$ cat config.mk
export PLATFORM = sky130hd
export DESIGN_NAME = checksummed_frame_parser_core
export DESIGN_NICKNAME = d
export VERILOG_FILES = /design/src/hw/rtl/cfp_pkg.sv /design/src/hw/rtl/checksummed_frame_parser_core.sv
export SDC_FILE = /design/constraint.sdc
export NUM_CORES = 1
export LEC_CHECK = 0
export ABC_CLOCK_PERIOD_IN_PS = 6400
export BUFFER_PORTS_ARGS = -buffer_cell sky130_fd_sc_hd__buf_2
export CAP_MARGIN = 25
export CORE_MARGIN = 2
export CORE_UTILIZATION = 40
export DETAILED_ROUTE_END_ITERATION = 10
export MAX_ROUTING_LAYER = met4
export PLACE_DENSITY_LB_ADDON = 0.12
export SYNTH_ARGS = -nofsm -noshare
export SYNTH_HDL_FRONTEND = slang
export SYNTH_SLANG_ARGS = --single-unit
$ cat constraint.sdc
create_clock -name clk -period 6.4 [get_ports clk]
set_input_delay 1.6 -clock clk [delete_from_list [all_inputs] [get_ports clk]]
set_output_delay 1.6 -clock clk [all_outputs]
set_load 0.005 [all_outputs]
$ cat src/hw/rtl/cfp_pkg.sv
`timescale 1ns / 1ps
package cfp_pkg;

  // Status codes carried in a status beat
  localparam logic [2:0] ST_OK       = 3'd0;
  localparam logic [2:0] ST_ERRFRAME = 3'd1;
  localparam logic [2:0] ST_CHECKSUM = 3'd2;
  localparam logic [2:0] ST_INVALID  = 3'd3;
  localparam logic [2:0] ST_TOOLARGE = 3'd4;

  // Result kinds (out_tuser)
  localparam logic KIND_DATA   = 1'b0;
  localparam logic KIND_STATUS = 1'b1;

  // Frame bytes
  localparam logic [7:0] BYTE_ZERO = 8'h00;
  localparam logic [7:0] BYTE_FF   = 8'hFF;
  localparam logic [7:0] BYTE_TFI  = 8'hD5;
  localparam logic [7:0] BYTE_ERR  = 8'h7F;
  localparam logic [7:0] BYTE_ONE  = 8'h01;

  localparam logic [15:0] CAPACITY_RESET = 16'd255;

  localparam int OUT_DEPTH = 4;
  localparam int OUT_PTR_W = $clog2(OUT_DEPTH);
  localparam int OUT_CNT_W = $clog2(OUT_DEPTH + 1);

  typedef struct packed {
    logic        kind;
    logic        last;
    logic [15:0] count;
    logic [2:0]  status;
    logic [7:0]  pbyte;
  } item_t;

endpackage

$ cat src/hw/rtl/checksummed_frame_parser_core.sv
`timescale 1ns / 1ps
// Channel  | Dir | tdata                       | tuser          | tlast
// ---------+-----+-----------------------------+----------------+--------------
// in_      | in  | [7:0] rx_byte               | first_of_read  | last_of_read
// out_     | out | [7:0] payload_byte,         | kind           | last
//          |     | [10:8] status,              | (0 data,       |
//          |     | [26:11] payload_count       |  1 status)     |
// cfg_     | in  | cfg_wr_data = payload_capacity, written when cfg_wr_en
//
// One input beat per clock while in_tready is high. Each beat is parsed in
// the cycle it is accepted and yields zero, one or two result beats, pushed
// into a 4-entry output queue; in_tready is high while the queue has room
// for two beats. Results appear on out_ in the cycle after the input beat
// at the earliest. Reset (rst_n low, synchronous) empties the queue, sets
// the parser idle until a first_of_read beat and loads payload_capacity
// with 255. A stalled out_ side fills the queue and then holds in_tready low.
module checksummed_frame_parser_core
  import cfp_pkg::*;
(
  input  logic        clk,
  input  logic        rst_n,
  input  logic        in_tvalid,
  output logic        in_tready,
  input  logic [7:0]  in_tdata,   // [7:0] rx_byte
  input  logic        in_tuser,   // first_of_read
  input  logic        in_tlast,   // last_of_read
  output logic        out_tvalid,
  input  logic        out_tready,
  output logic [31:0] out_tdata,  // [7:0] payload_byte, [10:8] status,
                                  // [26:11] payload_count, [31:27] zero
  output logic        out_tuser,  // kind
  output logic        out_tlast,  // last
  input  logic        cfg_wr_en,
  input  logic [15:0] cfg_wr_data
);

  // Parser phases
  localparam logic [3:0] PH_HUNT    = 4'd0;
  localparam logic [3:0] PH_LEN     = 4'd1;
  localparam logic [3:0] PH_NLCS    = 4'd2;
  localparam logic [3:0] PH_EXTH    = 4'd3;
  localparam logic [3:0] PH_EXTL    = 4'd4;
  localparam logic [3:0] PH_EXTLCS  = 4'd5;
  localparam logic [3:0] PH_TFI     = 4'd6;
  localparam logic [3:0] PH_TFI_ERR = 4'd7;
  localparam logic [3:0] PH_DATA    = 4'd8;
  localparam logic [3:0] PH_DCS     = 4'd9;

  logic [15:0] capacity_r;

  logic [3:0]  phase_r,      phase_nxt;
  logic        prev_zero_r,  prev_zero_nxt;
  logic [7:0]  len_hi_r,     len_hi_nxt;
  logic [15:0] info_len_r,   info_len_nxt;
  logic [15:0] seen_r,       seen_nxt;
  logic [7:0]  sum_r,        sum_nxt;
  logic        done_r,       done_nxt;

  item_t       emit [2];
  logic [1:0]  emit_cnt;

  item_t                mem_r [OUT_DEPTH];
  logic [OUT_PTR_W-1:0] wr_ptr_r, rd_ptr_r;
  logic [OUT_CNT_W-1:0] cnt_r,    cnt_nxt;

  logic        in_acc, out_acc;
  logic [7:0]  b;
  logic [7:0]  sum_b;
  logic [16:0] seen_inc;
  logic [15:0] pay_len;

  function automatic item_t status_item(input logic [2:0] st, input logic [15:0] c);
    item_t it;
    it.kind   = KIND_STATUS;
    it.last   = 1'b1;
    it.status = st;
    it.count  = (st == ST_OK) ? c : 16'd0;
    it.pbyte  = 8'd0;
    return it;
  endfunction

  function automatic item_t data_item(input logic [7:0] d);
    item_t it;
    it.kind   = KIND_DATA;
    it.last   = 1'b0;
    it.status = ST_OK;
    it.count  = 16'd0;
    it.pbyte  = d;
    return it;
  endfunction

  assign in_acc   = in_tvalid && in_tready;
  assign out_acc  = out_tvalid && out_tready;
  assign b        = in_tdata;
  assign sum_b    = sum_r + b;
  assign pay_len  = info_len_r - 16'd1;

  // One parse step per accepted beat.
  always_comb begin
    phase_nxt     = phase_r;
    prev_zero_nxt = prev_zero_r;
    len_hi_nxt    = len_hi_r;
    info_len_nxt  = info_len_r;
    seen_nxt      = seen_r;
    sum_nxt       = sum_r;
    done_nxt      = done_r;
    emit[0]       = '0;
    emit[1]       = '0;
    emit_cnt      = 2'd0;
    seen_inc      = {1'b0, seen_r} + 17'd2;

    if (in_tuser) begin
      // status byte: close any open frame, restart
      if (!done_r) begin
        emit[emit_cnt[0]] = status_item(ST_INVALID, 16'd0);
        emit_cnt = emit_cnt + 2'd1;
      end
      phase_nxt     = PH_HUNT;
      prev_zero_nxt = 1'b0;
      len_hi_nxt    = 8'd0;
      info_len_nxt  = 16'd0;
      seen_nxt      = 16'd0;
      sum_nxt       = 8'd0;
      done_nxt      = 1'b0;
      if (in_tlast) begin
        emit[emit_cnt[0]] = status_item(ST_INVALID, 16'd0);
        emit_cnt = emit_cnt + 2'd1;
        done_nxt = 1'b1;
      end
    end else if (!done_r) begin
      case (phase_r)
        PH_HUNT: begin
          if (prev_zero_r && b == BYTE_FF) phase_nxt = PH_LEN;
          prev_zero_nxt = (b == BYTE_ZERO);
        end
        PH_LEN: begin
          len_hi_nxt = b;
          phase_nxt  = PH_NLCS;
        end
        PH_NLCS: begin
          if (len_hi_r == BYTE_FF && b == BYTE_FF) begin
            phase_nxt = PH_EXTH;
          end else if (len_hi_r + b != 8'd0) begin
            emit[emit_cnt[0]] = status_item(ST_CHECKSUM, 16'd0);
            emit_cnt = emit_cnt + 2'd1;
            done_nxt = 1'b1;
          end else if (len_hi_r == BYTE_ZERO) begin
            emit[emit_cnt[0]] = status_item(ST_INVALID, 16'd0);
            emit_cnt = emit_cnt + 2'd1;
            done_nxt = 1'b1;
          end else begin
            info_len_nxt = {8'd0, len_hi_r};
            // LEN 01 may be the application error frame
            phase_nxt = (len_hi_r == BYTE_ONE) ? PH_TFI_ERR : PH_TFI;
          end
        end
        PH_EXTH: begin
          len_hi_nxt = b;
          phase_nxt  = PH_EXTL;
        end
        PH_EXTL: begin
          info_len_nxt = {len_hi_r, b};
          sum_nxt      = len_hi_r + b;
          phase_nxt    = PH_EXTLCS;
        end
        PH_EXTLCS: begin
          if (sum_b != 8'd0) begin
            emit[emit_cnt[0]] = status_item(ST_CHECKSUM, 16'd0);
            emit_cnt = emit_cnt + 2'd1;
            done_nxt = 1'b1;
          end else if (info_len_r == 16'd0) begin
            emit[emit_cnt[0]] = status_item(ST_INVALID, 16'd0);
            emit_cnt = emit_cnt + 2'd1;
            done_nxt = 1'b1;
          end else begin
            phase_nxt = PH_TFI;
          end
        end
        PH_TFI, PH_TFI_ERR: begin
          if (phase_r == PH_TFI_ERR && b == BYTE_ERR) begin
            emit[emit_cnt[0]] = status_item(ST_ERRFRAME, 16'd0);
            emit_cnt = emit_cnt + 2'd1;
            done_nxt = 1'b1;
          end else if (b != BYTE_TFI) begin
            emit[emit_cnt[0]] = status_item(ST_INVALID, 16'd0);
            emit_cnt = emit_cnt + 2'd1;
            done_nxt = 1'b1;
          end else begin
            sum_nxt   = BYTE_TFI;
            seen_nxt  = 16'd0;
            phase_nxt = (info_len_r == 16'd1) ? PH_DCS : PH_DATA;
          end
        end
        PH_DATA: begin
          emit[emit_cnt[0]] = data_item(b);
          emit_cnt = emit_cnt + 2'd1;
          sum_nxt  = sum_b;
          seen_nxt = seen_r + 16'd1;
          // seen_inc is the new count plus one (TFI included)
          if (seen_inc >= {1'b0, info_len_r}) phase_nxt = PH_DCS;
        end
        PH_DCS: begin
          if (sum_b != 8'd0) begin
            emit[emit_cnt[0]] = status_item(ST_CHECKSUM, 16'd0);
          end else if (pay_len > capacity_r) begin
            emit[emit_cnt[0]] = status_item(ST_TOOLARGE, 16'd0);
          end else begin
            emit[emit_cnt[0]] = status_item(ST_OK, pay_len);
          end
          emit_cnt = emit_cnt + 2'd1;
          done_nxt = 1'b1;
        end
        default: begin
          emit[emit_cnt[0]] = status_item(ST_INVALID, 16'd0);
          emit_cnt = emit_cnt + 2'd1;
          done_nxt = 1'b1;
        end
      endcase
      // read ended with the frame still open: truncated
      if (!done_nxt && in_tlast) begin
        emit[emit_cnt[0]] = status_item(ST_INVALID, 16'd0);
        emit_cnt = emit_cnt + 2'd1;
        done_nxt = 1'b1;
      end
    end
  end

  always_ff @(posedge clk) begin
    if (!rst_n) begin
      capacity_r <= CAPACITY_RESET;
    end else if (cfg_wr_en) begin
      capacity_r <= cfg_wr_data;
    end
  end

  always_ff @(posedge clk) begin
    if (!rst_n) begin
      phase_r     <= PH_HUNT;
      prev_zero_r <= 1'b0;
      len_hi_r    <= 8'd0;
      info_len_r  <= 16'd0;
      seen_r      <= 16'd0;
      sum_r       <= 8'd0;
      done_r      <= 1'b1;
    end else if (in_acc) begin
      phase_r     <= phase_nxt;
      prev_zero_r <= prev_zero_nxt;
      len_hi_r    <= len_hi_nxt;
      info_len_r  <= info_len_nxt;
      seen_r      <= seen_nxt;
      sum_r       <= sum_nxt;
      done_r      <= done_nxt;
    end
  end

  // Output queue
  assign in_tready = (cnt_r <= OUT_CNT_W'(OUT_DEPTH - 2));

  always_comb begin
    cnt_nxt = cnt_r;
    if (in_acc) cnt_nxt = cnt_nxt + OUT_CNT_W'(emit_cnt);
    if (out_acc) cnt_nxt = cnt_nxt - OUT_CNT_W'(1);
  end

  always_ff @(posedge clk) begin
    if (!rst_n) begin
      wr_ptr_r <= '0;
      rd_ptr_r <= '0;
      cnt_r    <= '0;
    end else begin
      cnt_r <= cnt_nxt;
      if (in_acc) wr_ptr_r <= wr_ptr_r + OUT_PTR_W'(emit_cnt);
      if (out_acc) rd_ptr_r <= rd_ptr_r + OUT_PTR_W'(1);
    end
  end

  always_ff @(posedge clk) begin
    if (in_acc && emit_cnt != 2'd0) mem_r[wr_ptr_r] <= emit[0];
    if (in_acc && emit_cnt == 2'd2) mem_r[wr_ptr_r + OUT_PTR_W'(1)] <= emit[1];
  end

  assign out_tvalid = (cnt_r != '0);
  assign out_tdata  = {5'd0, mem_r[rd_ptr_r].count, mem_r[rd_ptr_r].status,
                       mem_r[rd_ptr_r].pbyte};
  assign out_tuser  = mem_r[rd_ptr_r].kind;
  assign out_tlast  = mem_r[rd_ptr_r].last;

endmodule

==> results list <==
- Unrepaired setup endpoints after global routing: no
- GRT Overall Usage: 0.220
* CTS tree: yes
* Post-DR wirelength/cell: 17.9 microns
* Adder-cell share of the synthesized area: 0.0715
- Leaving out fill and tap cells, the most frequent cell in the layout is sky130_fd_sc_hd__nand2_1.
- Global route total overflow: 0
- Worst slew margin relative to its limit: 0.438
- Final net count: 1380
* Sum of net half-perimeters after detailed placement: 20.9 mm
- Hold repair after CTS inserted 0 buffers.
- The number of global-route vias before repair was approximately 8700.
- STA classifies the critical path startpoint as a primary input.
- Post-synthesis simple-gate area fraction: 0.221
- First-pass GRT wire length: about 48 mm
- Top library cells by usage in the layout, fill and taps aside: 181 x sky130_fd_sc_hd__nand2_1, 178 x sky130_fd_sc_hd__dfxtp_1, 122 x sky130_fd_sc_hd__o21ai_0
- Setup violations remaining at the end of the flow were counted as 0.
* Avg Synthesized Cell Area: 8.55 sq um
- Final core utilization: 0.460
* Flip-flop and latch count after synthesis: 191
- Number of enable-type register cells in the synthesized netlist: 12
- Violation count after the first detailed-routing iteration: 630
- STA puts the critical path data required time at 6.74 ns.
* Proportion of synthesized flip-flops having asynchronous set or reset: 0
- Cell type with the highest occurrence count on the critical path: sky130_fd_sc_hd__ha_1
* Max Clock Skew: 0.00998 ns
* Area growth, synth to finish: 12.7%
* Combinational family with the most area after synthesis: simple AND/OR/NAND/NOR gates
- After layout, the minimum clock period comes to roughly 6.0 ns.
* Endpoint kind of the worst setup timing path: flip-flop
- Clock-pin slew was measured on the worst setup and hold paths at 0.07 ns.
- Largest stage delay on the critical path: 0.47 ns
- For the pin with the worst max-slew slack, the measured transition is 0.838 ns.
- The worst hold path belongs to the class reg -> reg.
- Pwr/cell area: 239 mW/mm^2
- Footprint of the multi-input gates: 0.00621 sq mm
* Compound-gate portion of the synthesized area: 0.168
- After detailed placement, the total cell area comes to 0.0114 sq mm.
- Along the worst path, the maximum fanout reaches 4.
* Area of all placed cells without fillers: 0.0120 sq mm
- The H-tree was split into 4 levels.
* Vertical extent of the die: 167 microns
- Sequential fraction of the synthesis area: 0.371
- Of the total synthesized cell area, the portion taken by XOR and XNOR cells is 0.0428.
- STA puts the critical path data arrival time at approximately 6.3 ns.
- In the routed layout, each cell is associated on average with a via count of 5.45.
- In this run, post-CTS repair resized a total of 0 instances.
- Post-route setup TNS: 0 ns
* Peak clock frequency supported by timing: about 0.17 GHz
- Before antenna repair, the detailed router went through 5 iterations.
* Vias: 8935
- In the final layout, flip-flops and latches occupy 0.00395 sq mm.
- Crit path kind: in -> reg
- Top FF cell, synth: sky130_fd_sc_hd__dfxtp_1
- The later pin in the worst-skew pair is clocked with a latency of 0.44 ns.
- Number of clock sinks: 191
- CP startpoint: in_tdata[0]
- From left edge to right edge, the die measures approximately 170 microns.
- Initial antenna violation count: 0
* Maximum number of pins on one net before global-route repair: 69
* Total Die Area: 0.0279 sq mm
- Starting density of the core: 0.408
* TritonCTS Buffers: 17
* Startpoint of the tightest hold check path: mem_r[2][23]
- For this run, design rule violations remaining after detail routing come to 0.
* Number of standard cells after synthesis: 1245
* Count of maximum capacitance violations: 0
- Count of port buffers added during placement: 61
- The floorplan has slightly below 60 rows.
- Post-synth cell types: 73
- The number of pins exceeding their max-slew limit in the final report is 0.
- The total count of hold-check failures in the final report is 0.
- During synthesis, Yosys emitted a total of 0 warnings.
- For this design the top-level I/O count stands at 67.
- The tree is rooted in a sky130_fd_sc_hd__clkbuf_16.
* Antenna diodes: 0
* Outcome: finished, final reports clean
* RD Place Congestion: between 0.8 and 0.9
- Slowest cell on the critical path: sky130_fd_sc_hd__fa_1
- The worst register-to-register path begins at len_hi_r[0].
- The critical path goes through buf_2 -> ha_1 -> fa_1 -> a211oi_1 -> o21bai_1 -> a221oi_1 -> nand3_1 -> o31ai_4 -> nand2_2 -> or3_2 -> ha_1 -> nand2_1 -> o21ai_0 -> ha_1 -> inv_1 -> fa_1 -> nor2_1 -> a21oi_1 -> ha_1 -> nand2_1 -> xor2_1 -> and2_1.
- Detail Route Antenna Nets: 0
- The filler cells instantiated in the layout total 2642.
- The final layout contains routed wiring with a total length of 29.3 mm.
* Fraction of layout instances using a drive strength above 1: 0.136
* Share of the clock period used by the worst path: 0.936
* Mapped cell area: 0.0106 sq mm
* Buffer count from post-CTS setup fixing: 0
- Of the post-synthesis cell area, the part taken by muxes is 0.0771.
* Reported leakage power: between 4 and 5 nW
* Worst voltage drop across the vdd grid: 195 uV
* Core region area: 0.0261 sq mm
- Counting along the longest clock path gives a buffer depth of 2.
metrics by stage:
step,worst slack [ns],hold WS [ns],instances,total power [mW]
finish,0.410,0.452,1638,2.86
global route,0.0960,0.474,1638,3.00
CTS,0.446,0.456,1637,2.89
detailed placement,-0.0241,0.439,1605,1.82
global placement,0.0624,0.428,1603,1.81
floorplan,0.285,0.414,1249,1.67
path summary, 6_finish.rpt:
check / to / slack, ns / depth (start not counted)
worst min-delay path: mem_r[2][23] / 0.45 / 2
worst min register to register: mem_r[2][23] / 0.45 / 2
worst max register to register: cnt_r[2] / 1.32 / 19
worst max-delay path: cnt_r[2] / 0.41 / 22
area by class of cell:
type / count / share of cell area
tap: 335 / 0.0349
sequential: 191 / 0.329
clock buffer: 18 / 0.0358
multi-input combinational: 926 / 0.518
inverter: 58 / 0.0182
clock inverter: 14 / 0.0140
timing repair buffer: 96 / 0.0503
logic make-up (layout without fill, tap and decap cells):
family	after synthesis	count (layout)
other cells	1	5
simple gates	487	487
mux	47	47
xor+xnor	52	52
fa+ha+maj	59	59
flops	191	191
compound gates	276	276
buf+inv	132	186
registers in the layout, indices dropped and copies added (netlist names), named ones only:
signal,flops
seen_r,16
len_hi_r,8
phase_r,4
rd_ptr_r,2
cnt_r,3
capacity_r,16
prev_zero_r,1
wr_ptr_r,2
info_len_r,16
sum_r,8
done_r,1
mem_r,112
worst max-delay path: cells and delay by family:
kind                     cells  cell delay (ns)
AO/OA/AOI/OAI                6             1.57
adder cells (fa/ha/maj)      6             1.77
AND/OR/NAND/NOR              7             1.08
XOR/XNOR                     1             0.16
buffers and inverters        2             0.17
metal layers:
| layer | share of wire | track usage |
|---|---|---|
| met1 | 0.49 | 0.307 |
| met4 | 0.0090 | 0.0431 |
| met2 | 0.46 | 0.341 |
| met5 | 0 | - |
| met3 | 0.040 | 0.0336 |
synthesized netlist by cell type, drive strengths merged (4+ instances only):
cell,number,share of area
nand2,182,0.064
nor2,65,0.023
xnor2,28,0.023
a21oi,31,0.015
and2,23,0.014
nor4,8,0.0047
nor3b,6,0.0042
o31ai,10,0.010
a2bb2oi,8,0.0066
o22ai,5,0.0029
a221oi,4,0.0033
nor4b,4,0.0033
o41ai,5,0.0048
xor2,24,0.020
a32o,5,0.0047
o21bai,4,0.0028
buf,16,0.0082
a22oi,10,0.0071
a211oi,8,0.0068
o21ai,127,0.060
clkbuf,58,0.020
a21boi,11,0.0078
mux2i,19,0.018
mux4,28,0.059
or4,5,0.0042
nand3b,5,0.0035
ha,56,0.066
a21o,6,0.0042
nand4,17,0.010
and3,7,0.0041
nor3,19,0.0089
o211ai,10,0.0071
o21a,11,0.0078
nor2b,43,0.025
or3,9,0.0055
nand3,86,0.040
inv,57,0.020
dfxtp,179,0.34
edfxtp,12,0.034
power breakdown:
part           switching [mW]  total [mW]  internal (mW)
Sequential             0.0285        1.26           1.23
Clock                   0.546        1.07          0.528
Combinational           0.316       0.524          0.208
Total                   0.890        2.86           1.97
(Power assumes the default switching activity.)
